$ cat config.mk
export PLATFORM = sky130hd
export DESIGN_NAME = spi_baud_prescaler_search
export DESIGN_NICKNAME = d
export VERILOG_FILES = /design/src/rtl/core/spb_pkg.sv /design/src/rtl/core/spb_divider.sv /design/src/rtl/core/spb_search.sv /design/src/rtl/core/spi_baud_prescaler_search.sv
export SDC_FILE = /design/constraint.sdc
export NUM_CORES = 1
export LEC_CHECK = 0
export ABC_AREA = 1
export BUFFER_PORTS_ARGS = -buffer_cell sky130_fd_sc_hd__buf_2
export CORE_ASPECT_RATIO = 1.25
export CORE_MARGIN = 5
export CORE_UTILIZATION = 60
export DETAILED_ROUTE_END_ITERATION = 12
export PLACE_DENSITY_LB_ADDON = 0.3
export SLEW_MARGIN = 10
export SYNTH_ARGS = -nofsm -noshare
export SYNTH_HDL_FRONTEND = slang
export SYNTH_SLANG_ARGS = --single-unit
$ cat constraint.sdc
create_clock -name clock -period 6.15 [get_ports clock]
set_input_delay 1.23 -clock clock [delete_from_list [all_inputs] [get_ports clock]]
set_output_delay 1.23 -clock clock [all_outputs]
set_load 0.01 [all_outputs]
$ cat src/rtl/core/spb_pkg.sv
// shared types and constants of the serial clock prescaler search
package spb_pkg;

   localparam int MAX_PRESCALE_DEF = 15;
   localparam int MAX_EXPONENT_DEF = 7;

   localparam int CORE_W      = 32;
   localparam int DIV_CNT_W   = $clog2(CORE_W);
   localparam int TARGET_W    = 31;
   localparam int SLAVE_W     = 4;
   localparam int MODE_W      = 3;
   localparam int STATUS_W    = 2;
   localparam int PRESCALE_W  = 4;
   localparam int EXPONENT_W  = 3;
   localparam int REQ_TDATA_W = 40;
   localparam int RSP_TDATA_W = 16;
   localparam int REQ_FIELD_W = TARGET_W + SLAVE_W + MODE_W;
   localparam int RSP_FIELD_W = STATUS_W + PRESCALE_W + EXPONENT_W + 3;

   localparam logic [CORE_W-1:0]  CORE_CLOCK_RESET = 32'd200000000;
   localparam logic [SLAVE_W-1:0] SLAVE_MAX        = 4'd7;
   localparam logic [MODE_W-1:0]  MODE_MAX         = 3'd3;

   typedef enum logic [STATUS_W-1:0] {
      ST_OK        = 2'd0,
      ST_BAD_SLAVE = 2'd1,
      ST_BAD_MODE  = 2'd2,
      ST_NO_PAIR   = 2'd3
   } spb_code_type;

   typedef struct packed {
      logic [MODE_W-1:0]   clock_mode;
      logic [SLAVE_W-1:0]  slave_number;
      logic [TARGET_W-1:0] target_rate_hz;
   } spb_request_type;

   typedef struct packed {
      spb_code_type          status;
      logic [PRESCALE_W-1:0] prescale;
      logic [EXPONENT_W-1:0] exponent;
      logic                  exact_hit;
      logic                  clock_polarity;
      logic                  clock_phase;
   } spb_result_type;

   typedef struct packed {
      logic idle;
      logic done;
   } spb_ctrl_type;

   typedef struct packed {
      logic              start;
      logic [CORE_W-1:0] dividend;
   } spb_div_req_type;

   typedef struct packed {
      logic              done;
      logic [CORE_W-1:0] quotient;
   } spb_div_rsp_type;

endpackage

$ cat src/rtl/core/spb_divider.sv
// shared restoring divider, one quotient bit per cycle
module spb_divider #(
   parameter int DIVISOR_W = 4
) (
   input  logic                     clock,
   input  logic                     reset,
   input  spb_pkg::spb_div_req_type div_req,
   input  logic [DIVISOR_W-1:0]     divisor,
   output spb_pkg::spb_div_rsp_type div_rsp
);

   localparam int CW = spb_pkg::CORE_W;
   localparam int NW = spb_pkg::DIV_CNT_W;

   logic                 busy_ff, busy_in;
   logic                 done_ff, done_in;
   logic [NW-1:0]        cnt_ff, cnt_in;
   logic [CW-1:0]        quo_ff, quo_in;
   logic [DIVISOR_W-1:0] rem_ff, rem_in;
   logic [DIVISOR_W-1:0] dvs_ff, dvs_in;
   logic [DIVISOR_W:0]   trial;
   logic [DIVISOR_W:0]   diff;
   logic                 fits;

   assign trial = {rem_ff, quo_ff[CW-1]};
   assign diff  = trial - {1'b0, dvs_ff};
   assign fits  = trial >= {1'b0, dvs_ff};

   always_comb begin
      busy_in = busy_ff;
      done_in = 1'b0;
      cnt_in  = cnt_ff;
      quo_in  = quo_ff;
      rem_in  = rem_ff;
      dvs_in  = dvs_ff;
      if (div_req.start) begin
         busy_in = 1'b1;
         cnt_in  = '0;
         quo_in  = div_req.dividend;
         rem_in  = '0;
         dvs_in  = divisor;
      end else if (busy_ff) begin
         quo_in = {quo_ff[CW-2:0], fits};
         rem_in = fits ? diff[DIVISOR_W-1:0] : trial[DIVISOR_W-1:0];
         cnt_in = cnt_ff + 1'b1;
         if (cnt_ff == NW'(CW - 1)) begin
            busy_in = 1'b0;
            done_in = 1'b1;
         end
      end
   end

   always_ff @(posedge clock) begin
      if (reset) begin
         busy_ff <= 1'b0;
         done_ff <= 1'b0;
      end else begin
         busy_ff <= busy_in;
         done_ff <= done_in;
      end
      cnt_ff <= cnt_in;
      quo_ff <= quo_in;
      rem_ff <= rem_in;
      dvs_ff <= dvs_in;
   end

   assign div_rsp.done     = done_ff;
   assign div_rsp.quotient = quo_ff;

endmodule

$ cat src/rtl/core/spb_search.sv
// prescale and exponent search sequencer around the shared divider
module spb_search #(
   parameter int MAX_PRESCALE = spb_pkg::MAX_PRESCALE_DEF,
   parameter int MAX_EXPONENT = spb_pkg::MAX_EXPONENT_DEF
) (
   input  logic                            clock,
   input  logic                            reset,
   input  logic                            start,
   input  spb_pkg::spb_request_type        req,
   input  logic [spb_pkg::CORE_W-1:0]      core_clock_hz,
   input  logic                            take,
   output spb_pkg::spb_ctrl_type           ctrl,
   output spb_pkg::spb_result_type         result
);

   localparam int PRE_W = (MAX_PRESCALE > 1) ? $clog2(MAX_PRESCALE + 1) : 1;
   localparam int EXP_W = (MAX_EXPONENT > 0) ? $clog2(MAX_EXPONENT + 1) : 1;
   localparam int CW    = spb_pkg::CORE_W;
   localparam int TW    = spb_pkg::TARGET_W;

   typedef enum logic [3:0] {
      S_IDLE = 4'b0001,
      S_DIV  = 4'b0010,
      S_SCAN = 4'b0100,
      S_DONE = 4'b1000
   } state_type;

   state_type                    state_ff, state_in;
   spb_pkg::spb_code_type        status_ff, status_in;
   logic [TW-1:0]                target_ff, target_in;
   logic [spb_pkg::MODE_W-1:0]   mode_ff, mode_in;
   logic [PRE_W-1:0]             pre_ff, pre_in;
   logic [EXP_W-1:0]             ex_ff, ex_in;
   logic [CW-1:0]                rate_ff, rate_in;
   logic [TW-1:0]                best_rate_ff, best_rate_in;
   logic [PRE_W-1:0]             best_pre_ff, best_pre_in;
   logic [EXP_W-1:0]             best_ex_ff, best_ex_in;
   logic                         found_ff, found_in;
   logic                         exact_ff, exact_in;

   spb_pkg::spb_div_req_type     div_req;
   spb_pkg::spb_div_rsp_type     div_rsp;
   logic [PRE_W-1:0]             divisor;

   logic [CW-1:0]                target_ext;
   logic                         rate_eq;
   logic                         rate_below;
   logic                         rate_better;
   logic                         ok;

   spb_divider #(
      .DIVISOR_W (PRE_W)
   ) u_divider (
      .clock   (clock),
      .reset   (reset),
      .div_req (div_req),
      .divisor (divisor),
      .div_rsp (div_rsp)
   );

   assign target_ext  = {1'b0, target_ff};
   assign rate_eq     = rate_ff == target_ext;
   assign rate_below  = rate_ff < target_ext;
   assign rate_better = !found_ff || (rate_ff[TW-1:0] > best_rate_ff);

   always_comb begin
      state_in         = state_ff;
      status_in        = status_ff;
      target_in        = target_ff;
      mode_in          = mode_ff;
      pre_in           = pre_ff;
      ex_in            = ex_ff;
      rate_in          = rate_ff;
      best_rate_in     = best_rate_ff;
      best_pre_in      = best_pre_ff;
      best_ex_in       = best_ex_ff;
      found_in         = found_ff;
      exact_in         = exact_ff;
      div_req.start    = 1'b0;
      div_req.dividend = core_clock_hz;
      divisor          = PRE_W'(1);
      case (state_ff)
         S_IDLE: begin
            if (start) begin
               target_in    = req.target_rate_hz;
               mode_in      = req.clock_mode;
               found_in     = 1'b0;
               exact_in     = 1'b0;
               best_rate_in = '0;
               best_pre_in  = '0;
               best_ex_in   = '0;
               pre_in       = PRE_W'(1);
               ex_in        = '0;
               if (req.slave_number > spb_pkg::SLAVE_MAX) begin
                  status_in = spb_pkg::ST_BAD_SLAVE;
                  state_in  = S_DONE;
               end else if (req.clock_mode > spb_pkg::MODE_MAX) begin
                  status_in = spb_pkg::ST_BAD_MODE;
                  state_in  = S_DONE;
               end else begin
                  status_in     = spb_pkg::ST_OK;
                  div_req.start = 1'b1;
                  state_in      = S_DIV;
               end
            end
         end
         S_DIV: begin
            if (div_rsp.done) begin
               rate_in  = div_rsp.quotient;
               ex_in    = '0;
               state_in = S_SCAN;
            end
         end
         S_SCAN: begin
            if (rate_eq) begin
               best_pre_in = pre_ff;
               best_ex_in  = ex_ff;
               found_in    = 1'b1;
               exact_in    = 1'b1;
               state_in    = S_DONE;
            end else begin
               if (rate_below && rate_better) begin
                  found_in     = 1'b1;
                  best_rate_in = rate_ff[TW-1:0];
                  best_pre_in  = pre_ff;
                  best_ex_in   = ex_ff;
               end
               if (ex_ff == EXP_W'(MAX_EXPONENT)) begin
                  if (pre_ff == PRE_W'(MAX_PRESCALE)) begin
                     state_in = S_DONE;
                  end else begin
                     pre_in        = pre_ff + 1'b1;
                     divisor       = pre_ff + 1'b1;
                     div_req.start = 1'b1;
                     state_in      = S_DIV;
                  end
               end else begin
                  ex_in   = ex_ff + 1'b1;
                  rate_in = rate_ff >> 1;
               end
            end
         end
         S_DONE: begin
            if (take) begin
               state_in = S_IDLE;
            end
         end
         default: begin
            state_in = S_IDLE;
         end
      endcase
   end

   always_ff @(posedge clock) begin
      if (reset) begin
         state_ff <= S_IDLE;
      end else begin
         state_ff <= state_in;
      end
      status_ff    <= status_in;
      target_ff    <= target_in;
      mode_ff      <= mode_in;
      pre_ff       <= pre_in;
      ex_ff        <= ex_in;
      rate_ff      <= rate_in;
      best_rate_ff <= best_rate_in;
      best_pre_ff  <= best_pre_in;
      best_ex_ff   <= best_ex_in;
      found_ff     <= found_in;
      exact_ff     <= exact_in;
   end

   assign ok = (status_ff == spb_pkg::ST_OK) && found_ff;

   always_comb begin
      if (status_ff != spb_pkg::ST_OK) begin
         result.status = status_ff;
      end else if (found_ff) begin
         result.status = spb_pkg::ST_OK;
      end else begin
         result.status = spb_pkg::ST_NO_PAIR;
      end
      result.prescale       = ok ? spb_pkg::PRESCALE_W'(best_pre_ff) : '0;
      result.exponent       = ok ? spb_pkg::EXPONENT_W'(best_ex_ff) : '0;
      result.exact_hit      = ok & exact_ff;
      result.clock_polarity = ok & mode_ff[1];
      result.clock_phase    = ok & mode_ff[0];
   end

   assign ctrl.idle = state_ff == S_IDLE;
   assign ctrl.done = state_ff == S_DONE;

endmodule

$ cat src/rtl/core/spi_baud_prescaler_search.sv
// Serial clock prescaler search, top level. Each request word runs alone: req_tready is high
// only while no search is in progress, and a finished result waits in the output register
// so the next word can be taken meanwhile. A rejected slave or mode answers without a
// division. A full search runs the single shared divider on core_clock_hz / prescale for
// each prescale value, followed by one compare and one-bit shift per exponent value, and
// stops early on an exact match.
module spi_baud_prescaler_search #(
   parameter int MAX_PRESCALE = spb_pkg::MAX_PRESCALE_DEF,
   parameter int MAX_EXPONENT = spb_pkg::MAX_EXPONENT_DEF
) (
   input  logic                            clock,
   input  logic                            reset,
   input  logic                            csr_wr_en,
   input  logic [spb_pkg::CORE_W-1:0]      csr_wr_data,  // core_clock_hz
   input  logic                            req_tvalid,
   output logic                            req_tready,
   // target_rate_hz[30:0], slave_number[34:31], clock_mode[37:35], zero fill
   input  logic [spb_pkg::REQ_TDATA_W-1:0] req_tdata,
   output logic                            rsp_tvalid,
   input  logic                            rsp_tready,
   // status[1:0], prescale[5:2], exponent[8:6], exact_hit[9],
   // clock_polarity[10], clock_phase[11], zero fill
   output logic [spb_pkg::RSP_TDATA_W-1:0] rsp_tdata
);

   logic [spb_pkg::CORE_W-1:0]      core_clock_ff, core_clock_in;
   logic                            rsp_valid_ff, rsp_valid_in;
   logic [spb_pkg::RSP_TDATA_W-1:0] rsp_data_ff, rsp_data_in;

   spb_pkg::spb_request_type        req;
   spb_pkg::spb_result_type         result;
   spb_pkg::spb_ctrl_type           ctrl;
   logic                            start;
   logic                            take;

   assign req   = spb_pkg::spb_request_type'(req_tdata[spb_pkg::REQ_FIELD_W-1:0]);
   assign start = req_tvalid && ctrl.idle;
   assign take  = ctrl.done && (!rsp_valid_ff || rsp_tready);

   spb_search #(
      .MAX_PRESCALE (MAX_PRESCALE),
      .MAX_EXPONENT (MAX_EXPONENT)
   ) u_search (
      .clock         (clock),
      .reset         (reset),
      .start         (start),
      .req           (req),
      .core_clock_hz (core_clock_ff),
      .take          (take),
      .ctrl          (ctrl),
      .result        (result)
   );

   always_comb begin
      core_clock_in = csr_wr_en ? csr_wr_data : core_clock_ff;
      rsp_valid_in  = rsp_valid_ff;
      rsp_data_in   = rsp_data_ff;
      if (take) begin
         rsp_valid_in = 1'b1;
         rsp_data_in  = {
            (spb_pkg::RSP_TDATA_W - spb_pkg::RSP_FIELD_W)'(0),
            result.clock_phase,
            result.clock_polarity,
            result.exact_hit,
            result.exponent,
            result.prescale,
            result.status
         };
      end else if (rsp_tready) begin
         rsp_valid_in = 1'b0;
      end
   end

   always_ff @(posedge clock) begin
      if (reset) begin
         core_clock_ff <= spb_pkg::CORE_CLOCK_RESET;
         rsp_valid_ff  <= 1'b0;
      end else begin
         core_clock_ff <= core_clock_in;
         rsp_valid_ff  <= rsp_valid_in;
      end
      rsp_data_ff <= rsp_data_in;
   end

   assign req_tready = ctrl.idle;
   assign rsp_tvalid = rsp_valid_ff;
   assign rsp_tdata  = rsp_data_ff;

endmodule

== Word-level counts from Yosys, hierarchy flattened ==
Index checks and enable logic that the tools add are counted.

* $lt $le $gt $ge: 5
* Bitwise operators: 6
* Reductions and logical operators: 25
* Equal/unequal tests: 19
* Mux-type cells: 59
* Add/sub/neg operators: 4

{| class="wikitable"
|+ Operators with widths
! cell !! count
|-
| $mux W32 || 5
|-
| $mux W31 || 3
|-
| $mux W4 || 16
|-
| $pmux W32 S2 || 1
|-
| $pmux W31 S2 || 1
|-
| $eq A32 B31 Y1 || 1
|-
| $lt A32 B31 Y1 || 1
|-
| $gt A31 B31 Y1 || 1
|-
| $mux W3 || 6
|-
| $mux W1 || 16
|-
| $pmux W4 S2 || 2
|-
| $pmux W4 S4 || 1
|-
| $reduce_and A4 Y1 || 3
|-
| $ne A2 B1 Y1 const B || 5
|-
| $reduce_and A5 Y1 || 2
|-
| $reduce_bool A2 Y1 || 5
|-
| $pmux W3 S3 || 1
|-
| $eq A4 B4 Y1 const B || 2
|-
| $ne A2 B2 Y1 const B || 4
|-
| $mux W2 || 3
|-
| $ne A3 B1 Y1 const B || 2
|-
| $pmux W1 S2 || 3
|-
| $pmux W3 S2 || 1
|-
| $reduce_and A3 Y1 || 2
|-
| 22 further kinds || 31
|}

* Input port bits: 77
* Word-level logic and storage cells: 140
* Bits in registers: 210
* Output and inout bits: 18

== Logic depth before layout (Yosys ltp) ==
Gate-level depths: netlist of the first run.

* Depth in word-level cells: 6
* Gate-level depth with buffers: 17
* Gate-level depth less buffers: 17

== Modules after synthesis ==
A second synthesis of the first run with hierarchy kept.

* Cells, all modules: 1049
* Area, all modules: 10002.1 sq um

{| class="wikitable"
|+ By module, submodules not included
! module !! area each (sq um) !! cells each !! instances !! sequential area each (sq um)
|-
| spb_search || 6342.3 || 664 || 1 || 3503.4
|-
| spb_divider || 2123.3 || 221 || 1 || 1301.2
|-
| spi_baud_prescaler_search || 1536.5 || 164 || 1 || 1021.0
|}

== Least setup slack after synthesis of the first run ==
OpenSTA, ideal clock, no wires.

* Kind: input-to-reg
* Start: in req_tvalid
* End: reg u_search.best_rate_ff[0] (enable)
* Setup slack: 2567 ps
* Cell stages on the path: 6
* Library setup time: 430 ps
* Path buffers: 0
* Arrival: 3153 ps
* Required time: 5720 ps
* Cells stage by stage: inv_1 -> nand2_1 -> o21ai_0 -> inv_1 -> nand2_1 -> a21oi_1

* Word-level cells in the longest chain between the ends: 3

{| class="wikitable"
|+ Ends and longest elaborated chain
! element !! line !! RTL
|-
| start: declaration || spi_baud_prescaler_search.sv:15 || <nowiki>input logic req_tvalid,</nowiki>
|-
| $logic_and A1 B1 Y1 || spi_baud_prescaler_search.sv:37 || <nowiki>assign start = req_tvalid && ctrl.idle;</nowiki>
|-
| $ne A2 B1 Y1 (no line) || n/a ||
|-
| $reduce_and A4 Y1 (no line) || n/a ||
|-
| end signal: assignment || spb_search.sv:166 || <nowiki>best_rate_ff <= best_rate_in;</nowiki>
|-
| end: declaration || spb_search.sv:35 || <nowiki>logic [TW-1:0] best_rate_ff, best_rate_in;</nowiki>
|}

No other way between the ends.
A chain may end at the register's enable or synchronous reset.

== Worst setup path in the final report of the first run ==
* Start: reg u_search.rate_ff[15]
* End: reg u_search.u_divider.quo_ff[27] (enable)

* Word-level cells in the longest chain between the ends: 4

{| class="wikitable"
|+ Ends and longest elaborated chain
! element !! line !! RTL
|-
| start: declaration || spb_search.sv:34 || <nowiki>logic [CW-1:0] rate_ff, rate_in;</nowiki>
|-
| start signal: assignment || spb_search.sv:165 || <nowiki>rate_ff <= rate_in;</nowiki>
|-
| $eq A32 B31 Y1 || spb_search.sv:62 || <nowiki>assign rate_eq = rate_ff == target_ext;</nowiki>
|-
| $mux W1 || spb_search.sv:115 || <nowiki>if (rate_eq) begin</nowiki>
|-
| $pmux W1 S2 || spb_search.sv:82 || <nowiki>case (state_ff)</nowiki>
|-
| $reduce_bool A2 Y1 (no line) || n/a ||
|-
| end signal: assignment || spb_divider.sv:62 || <nowiki>quo_ff <= quo_in;</nowiki>
|-
| end: declaration || spb_divider.sv:18 || <nowiki>logic [CW-1:0] quo_ff, quo_in;</nowiki>
|}

No other way between the ends.

==> flow_metrics.py, run 1 <==
metrics = {
    "yosys": {
        "ys_seq_area_frac": 0.568,
        "synthesis.area_mm2": 0.0103,
        "synth-edff-count": 162,
        "ys_types": 42,
        "yosys_warnings": 0,
        "ys_async_sr_fraction": 0,
        "ys_ff_latch": 210,
        "synth_flop_cell": "edfxtp_1",
        "avgSynthCellArea_um2": 10.2,
        "syn_inst": 1010,
    },
    "power": {
        "power_leakage_uw": 0.00525,
        "worst_ir_drop_vdd_uv": 195,
        "power_density_mw_per_mm2": 303,
    },
    "timing": {
        "slew_viol_final": 0,
        "fin_crit_ns": 3.22,
        "holdWs_ns": 0.477,
        "slew_headroom": 0.193,
        "finalSetupViolCount": 0,
        "setup_ws_ns": 2.93,
        "max_freq_mhz": 311,
        "finalClockSkew_ns": 0.0169,
        "max_slew.worst_pin.slew_ns": 1.21,
        "finalSetupTns_ns": 0,
        "hold_viol_final": 0,
        "rsz0062_at_grt": "false",
        "fin_crit_sh": 0.523,
    },
    "floorplan": {
        "fp.dieH_um": 156,
        "die-area_mm2": 0.0198,
        "core_area_mm2": 0.0168,
        "fp.dieW_um": 127,
        "rows": 53,
        "num_io_pins": 95,
        "initial_utilization": 0.609,
    },
    "grt": {
        "grt_first_pass_wirelength_um": 33400,
        "grt_overflow_total": 0,
        "antenna_found_initial": 0,
        "grt_util_all_layers": 0.207,
        "grt_pass1_vias": 6897,
        "grt_start_max_net_pins": 60,
    },
    "clock_tree": {
        "postCtsResizedCells": 0,
        "cts_root_buffer": "clkbuf_16",
        "numCtsBuffers": 22,
        "clock_sinks": 210,
        "clkLatencyLatePin_ns": 0.50,
        "clk_path_buf_depth": 3,
        "cts_tree": "yes",
        "cts_setup_buffers": 0,
        "clk_pin_slew_ns": 0.06,
        "htree_levels": 1,
        "ctsHoldBuffers": 0,
    },
    "setup_path": {
        "reg2reg_depth": 11,
        "cp_slowest_cell": "nand3_1",
        "ff2ff_setup_slack_ns": 2.93,
        "reg2reg_from": "u_search.rate_ff[15]",
        "critical_path_class": "reg -> reg",
        "crit_path_frequent_cell": "nand3_1",
        "timing.rr.end": "u_search.u_divider.quo_ff[27]",
        "crit_chain": "ha_1 -> nand2_1 -> inv_1 -> nand3_1 -> nor3_2 -> inv_2 -> nor2_2 -> nand2_2 -> nand4_4 -> nand3_1 -> buf_4",
        "crit_arrival_ns": 3.45,
        "cp-start-kind": "flip-flop",
        "max_stage_delay_ns": 0.70,
        "crit_path_end_kind": "flip-flop",
        "path_max_fanout": 18,
        "cp.required_ns": 6.38,
    },
    "finish": {
        "register_area_mm2": 0.00583,
        "area_delta_synth_final_pct": 11.8,
        "diodes": 0,
        "layout-drive-gt1-share": 0.187,
        "nets": 1248,
        "final-instance-count-excl-fill": 1335,
        "final_cell_area_mm2": 0.0115,
        "multiInputGateArea_mm2": 0.00349,
        "n_fill_cell": 1293,
    },
    "place": {
        "place_congestion": 0.788,
        "hpwl_um": 13600,
        "numPlacedInstances": 1295,
        "dp_slack_ns": 2.92,
        "place_area_mm2": 0.0108,
        "port-buffer-count": 85,
    },
    "drt": {
        "wirelength_um": 20000,
        "ant_nets": 0,
        "wire_per_inst_um": 15.0,
        "drc": 0,
        "vias": 6845,
        "viasPerCell": 5.13,
        "drt_iter0_markers": 435,
        "drt_first_pass_iters": 4,
    },
    "min_path": {
        "holdCritStartpoint": "core_clock_ff[25]",
        "worstHoldEndpoint": "core_clock_ff[25]",
        "min-delay-path-class": "reg -> reg",
        "whs_path_depth": 2,
    },
    "flow_run": {
        "max_cap_viol_count": 0,
    },
    "run_status": {
        "status": "complete, no violations",
    },
}
through the flow:
step                      utilization  power [uW]
final                           0.681        3470
after global routing            0.681        3650
after CTS                       0.681        3500
after detailed placement        0.643        2290
after global placement          0.643        2270
after floorplan                     -        2150
how the worst max path moves through the flow:
stage,startpoint,endpoint,slack [ns]
6_report,u_search.rate_ff[15],u_search.u_divider.quo_ff[27],2.93
5_1_grt,u_search.rate_ff[15],u_search.u_divider.quo_ff[21],2.75
4_1_cts,u_search.rate_ff[15],u_search.u_divider.quo_ff[27],2.89
3_5_place_dp,u_search.rate_ff[15],u_search.u_divider.quo_ff[26],2.92
3_3_place_gp,u_search.rate_ff[15],u_search.u_divider.quo_ff[23],3.02
2_1_floorplan,req_tvalid,u_search.best_rate_ff[0],2.57
where the power goes:
group          switching, uW  internal [uW]  total [uW]
registers               58.1           1700        1760
logic                    321            179         500
clock network            521            689        1210
Yosys cell counts (13+ instances only):
| cell type | n | area share |
|---|---|---|
| clkbuf_1 | 13 | 0.0048 |
| o21bai_1 | 31 | 0.023 |
| dfxtp_1 | 48 | 0.094 |
| a21oi_1 | 30 | 0.015 |
| ha_1 | 71 | 0.087 |
| nand2_1 | 129 | 0.047 |
| nand3_1 | 38 | 0.019 |
| o21ai_0 | 36 | 0.018 |
| o21ai_2 | 30 | 0.026 |
| inv_1 | 193 | 0.071 |
| nor2_1 | 131 | 0.048 |
| nand2_2 | 29 | 0.018 |
| edfxtp_1 | 162 | 0.47 |
metal layers:
| layer | vias up | global-route usage | part of all wire |
|---|---|---|---|
| met5 | - | 0 | 0 |
| met4 | 0 | 0.0542 | 0.019 |
| met3 | 34 | 0.0314 | 0.048 |
| met2 | 139 | 0.367 | 0.51 |
| met1 | 3219 | 0.267 | 0.43 |
| li1 | 3453 | - | - |
registers in the layout, indices dropped and copies added, names as in the netlist, 5 cells and up:
name,cells
core_clock_ff,32
u_search.target_ff,31
u_search.best_rate_ff,31
u_search.u_divider.cnt_ff,5
rsp_tdata,12
u_search.u_divider.quo_ff,32
u_search.rate_ff,32
logic make-up after synthesis:
family / synth area share
adders and majority gates: 0.0885
and+or+nand+nor: 0.155
buffers and inverters: 0.0944
other: 0.000365
AOI/OAI and AO/OA: 0.0890
DFF: 0.568
xor gates and xnor gates: 0.00512
cell type report:
class	instances	area share
sequential	210	0.508
clock inverter	7	0.00284
multi-input combinational	573	0.304
tap	220	0.0240
clock buffer	33	0.0534
inverter	198	0.0648
timing repair buffer	94	0.0430
critical path, delay by kind of cell, from the launching register on:
family	cells	cell delay (ns)
buffers and inverters	3	0.64
DFF	1	0.42
adders and majority gates	1	0.32
and+or+nand+nor	7	1.55
cell usage in the layout, fill, tap and decap left out, types with 5 or more instances in the layout:
master	n
edfxtp_1	162
ha_1	71
nand2_2	29
buf_4	9
nand3_1	38
a21oi_2	6
clkbuf_16	23
buf_2	85
nand2_1	129
inv_1	193
clkbuf_1	10
o21ai_0	36
nor2_2	6
o21bai_1	31
dfxtp_1	48
a21oi_1	29
nor2_1	130
xor2_1	5
clkinv_2	5
o21ai_2	30
No activity file was read; power rests on OpenSTA's default activity.
==> inputs of run 2 (changes only) <==
--- a/config.mk
+++ b/config.mk
@@ -9,7 +9,7 @@
 export BUFFER_PORTS_ARGS = -buffer_cell sky130_fd_sc_hd__buf_2
 export CORE_ASPECT_RATIO = 1.25
 export CORE_MARGIN = 5
-export CORE_UTILIZATION = 60
+export CORE_UTILIZATION = 54
 export DETAILED_ROUTE_END_ITERATION = 12
 export PLACE_DENSITY_LB_ADDON = 0.3
 export SLEW_MARGIN = 10
==> constraint.sdc (replaced) <==
create_clock -name clock -period 2.6 [get_ports clock]
set_input_delay 0.52 -clock clock [delete_from_list [all_inputs] [get_ports clock]]
set_output_delay 0.52 -clock clock [all_outputs]
set_load 0.01 [all_outputs]
==> run 2 against run 1 <==
Die area increased by 10%. Highest routed layer unchanged. Clock power is 140% higher. Sequential power rose by 140%. Critical path type unchanged. Global-route usage decreased by 2.1 points. Largest cell class unchanged. Count of clock-buffer cells in the layout shrank 5.
==> flow_metrics.py, run 2 (same netlist as run 1, synthesis figures left out) <==
metrics = {
    "run_status": {
        "status": "complete, no violations",
    },
    "finish": {
        "layout-drive-gt1-share": 0.199,
        "final_cell_mix": "inv_1, edfxtp_1, nand2_1, nor2_1, buf_2",
        "layout_commonest_cell": "inv_1",
        "area_delta_synth_final_pct": 13.9,
        "largest_registers": "core_clock_ff (32), u_search.rate_ff (32), u_search.u_divider.quo_ff (32)",
        "fin_util": 0.625,
        "diodes": 0,
        "nets": 1256,
        "n_fill_cell": 1558,
    },
    "timing": {
        "max_freq_mhz": 410,
        "slew_viol_final": 0,
        "holdWs_ns": 0.206,
        "fin_crit_sh": 0.938,
        "fin_crit_ns": 2.44,
        "finalSetupViolCount": 0,
        "finalSetupTns_ns": 0,
        "finalClockSkew_ns": 0.0129,
        "slew_headroom": 0.597,
        "max_slew.worst_pin.slew_ns": 0.600,
        "hold_viol_final": 0,
    },
    "floorplan": {
        "fp.dieW_um": 133,
        "fp.dieH_um": 164,
        "rows": 56,
        "num_io_pins": 95,
        "die-area_mm2": 0.0219,
        "initial_utilization": 0.548,
        "core_area_mm2": 0.0187,
    },
    "setup_path": {
        "crit_arrival_ns": 2.55,
        "critical_path_class": "reg -> reg",
        "crit_path_end": "u_search.pre_ff[2]",
        "cp.required_ns": 2.71,
        "reg2reg_depth": 9,
        "crit_path_end_kind": "flip-flop",
        "critical_path.startpoint": "u_search.rate_ff[27]",
        "path_max_fanout": 4,
        "ff2ff_setup_slack_ns": 0.16,
        "cp-start-kind": "flip-flop",
        "reg2reg_from": "u_search.rate_ff[27]",
        "timing.rr.end": "u_search.pre_ff[2]",
    },
    "drt": {
        "ant_nets": 0,
        "drt_first_pass_iters": 4,
        "vias": 6769,
        "drt_iter0_markers": 403,
        "drc": 0,
        "wirelength_um": 20000,
        "viasPerCell": 5.01,
        "wire_per_inst_um": 14.8,
    },
    "clock_tree": {
        "clk_pin_slew_ns": 0.06,
        "cts_root_buffer": "clkbuf_16",
        "cts_tree": "yes",
        "clock_sinks": 210,
        "clk_path_buf_depth": 3,
        "postCtsResizedCells": 0,
        "cts_setup_buffers": 0,
        "htree_levels": 1,
        "clkLatencyLatePin_ns": 0.49,
        "ctsHoldBuffers": 0,
        "numCtsBuffers": 21,
    },
    "power": {
        "p_total_uw": 8310,
        "power_leakage_uw": 0.00534,
        "power_density_mw_per_mm2": 711,
        "worst_ir_drop_vdd_uv": 473,
    },
    "grt": {
        "antenna_found_initial": 0,
        "grt_overflow_total": 0,
        "grt_first_pass_wirelength_um": 32800,
        "grt_util_all_layers": 0.186,
        "grt_pass1_vias": 6764,
        "grt_start_max_net_pins": 36,
    },
    "place": {
        "place_congestion": 0.865,
        "port-buffer-count": 85,
        "hpwl_um": 14400,
    },
    "flow_run": {
        "max_cap_viol_count": 0,
    },
    "min_path": {
        "min-delay-path-class": "in -> reg",
    },
}
## run 2: changes by cell type in the layout (fill, tap and decap cells not counted), sizes merged
cell and delta:
bufinv +2, clkbuf -5, clkinv -1, buf +9
## run 2: layer usage
| metal | part of all wire | up-vias | global-route usage |
|---|---|---|---|
| li1 | - | 3467 | - |
| met1 | 0.43 | 3162 | 0.237 |
| met2 | 0.51 | 114 | 0.333 |
| met3 | 0.042 | 26 | 0.0263 |
| met4 | 0.020 | 0 | 0.0482 |
| met5 | 0 | - | 0 |
## run 2: worst max-delay path, stage by stage (launching register included)
cell and delay, ns:
edfxtp_1 0.44, ha_1 0.34, nand2_1 0.07, inv_1 0.04, nand3_1 0.16, nor3_4 0.08, buf_4 0.15, nand3_1 0.14
nand2_1 0.15, nor3_1 0.50
## run 2: worst min path at each step
stage,startpoint,endpoint,depth (start not counted)
floorplan,core_clock_ff[14],core_clock_ff[14],2
global placement,core_clock_ff[21],core_clock_ff[21],2
detailed placement,u_search.u_divider.cnt_ff[4],u_search.u_divider.cnt_ff[4],2
CTS,req_tdata[4],u_search.target_ff[4],1
global route,req_tdata[10],u_search.target_ff[10],1
finish,req_tdata[15],u_search.target_ff[15],1
## run 2: final cells by class
class | count | area, um^2 | area share
clock buffer | 28 | 572 | 0.0489
timing repair buffer | 103 | 652 | 0.0558
inverter | 198 | 743 | 0.0636
clock inverter | 8 | 87.6 | 0.00749
sequential | 210 | 5830 | 0.498
multi-input combinational | 573 | 3520 | 0.301
tap | 232 | 290 | 0.0248
## run 2: power breakdown
group / internal [uW] / total (uW) / switching, uW
Combinational: 463 / 1230 / 769
Sequential: 4030 / 4160 / 136
Clock: 1740 / 2920 / 1180
Total: 6230 / 8310 / 2090
## run 2: per-stage QoR
stage / cells / instance area (um^2) / setup slack [ns]
after detailed placement: 1316 / 11000 / 0.162
after CTS: 1352 / 11700 / 0.126
after floorplan: 1013 / 10300 / 0.0631
after global routing: 1352 / 11700 / -0.0125
final: 1352 / 11700 / 0.161
after global placement: 1316 / 11000 / 0.158
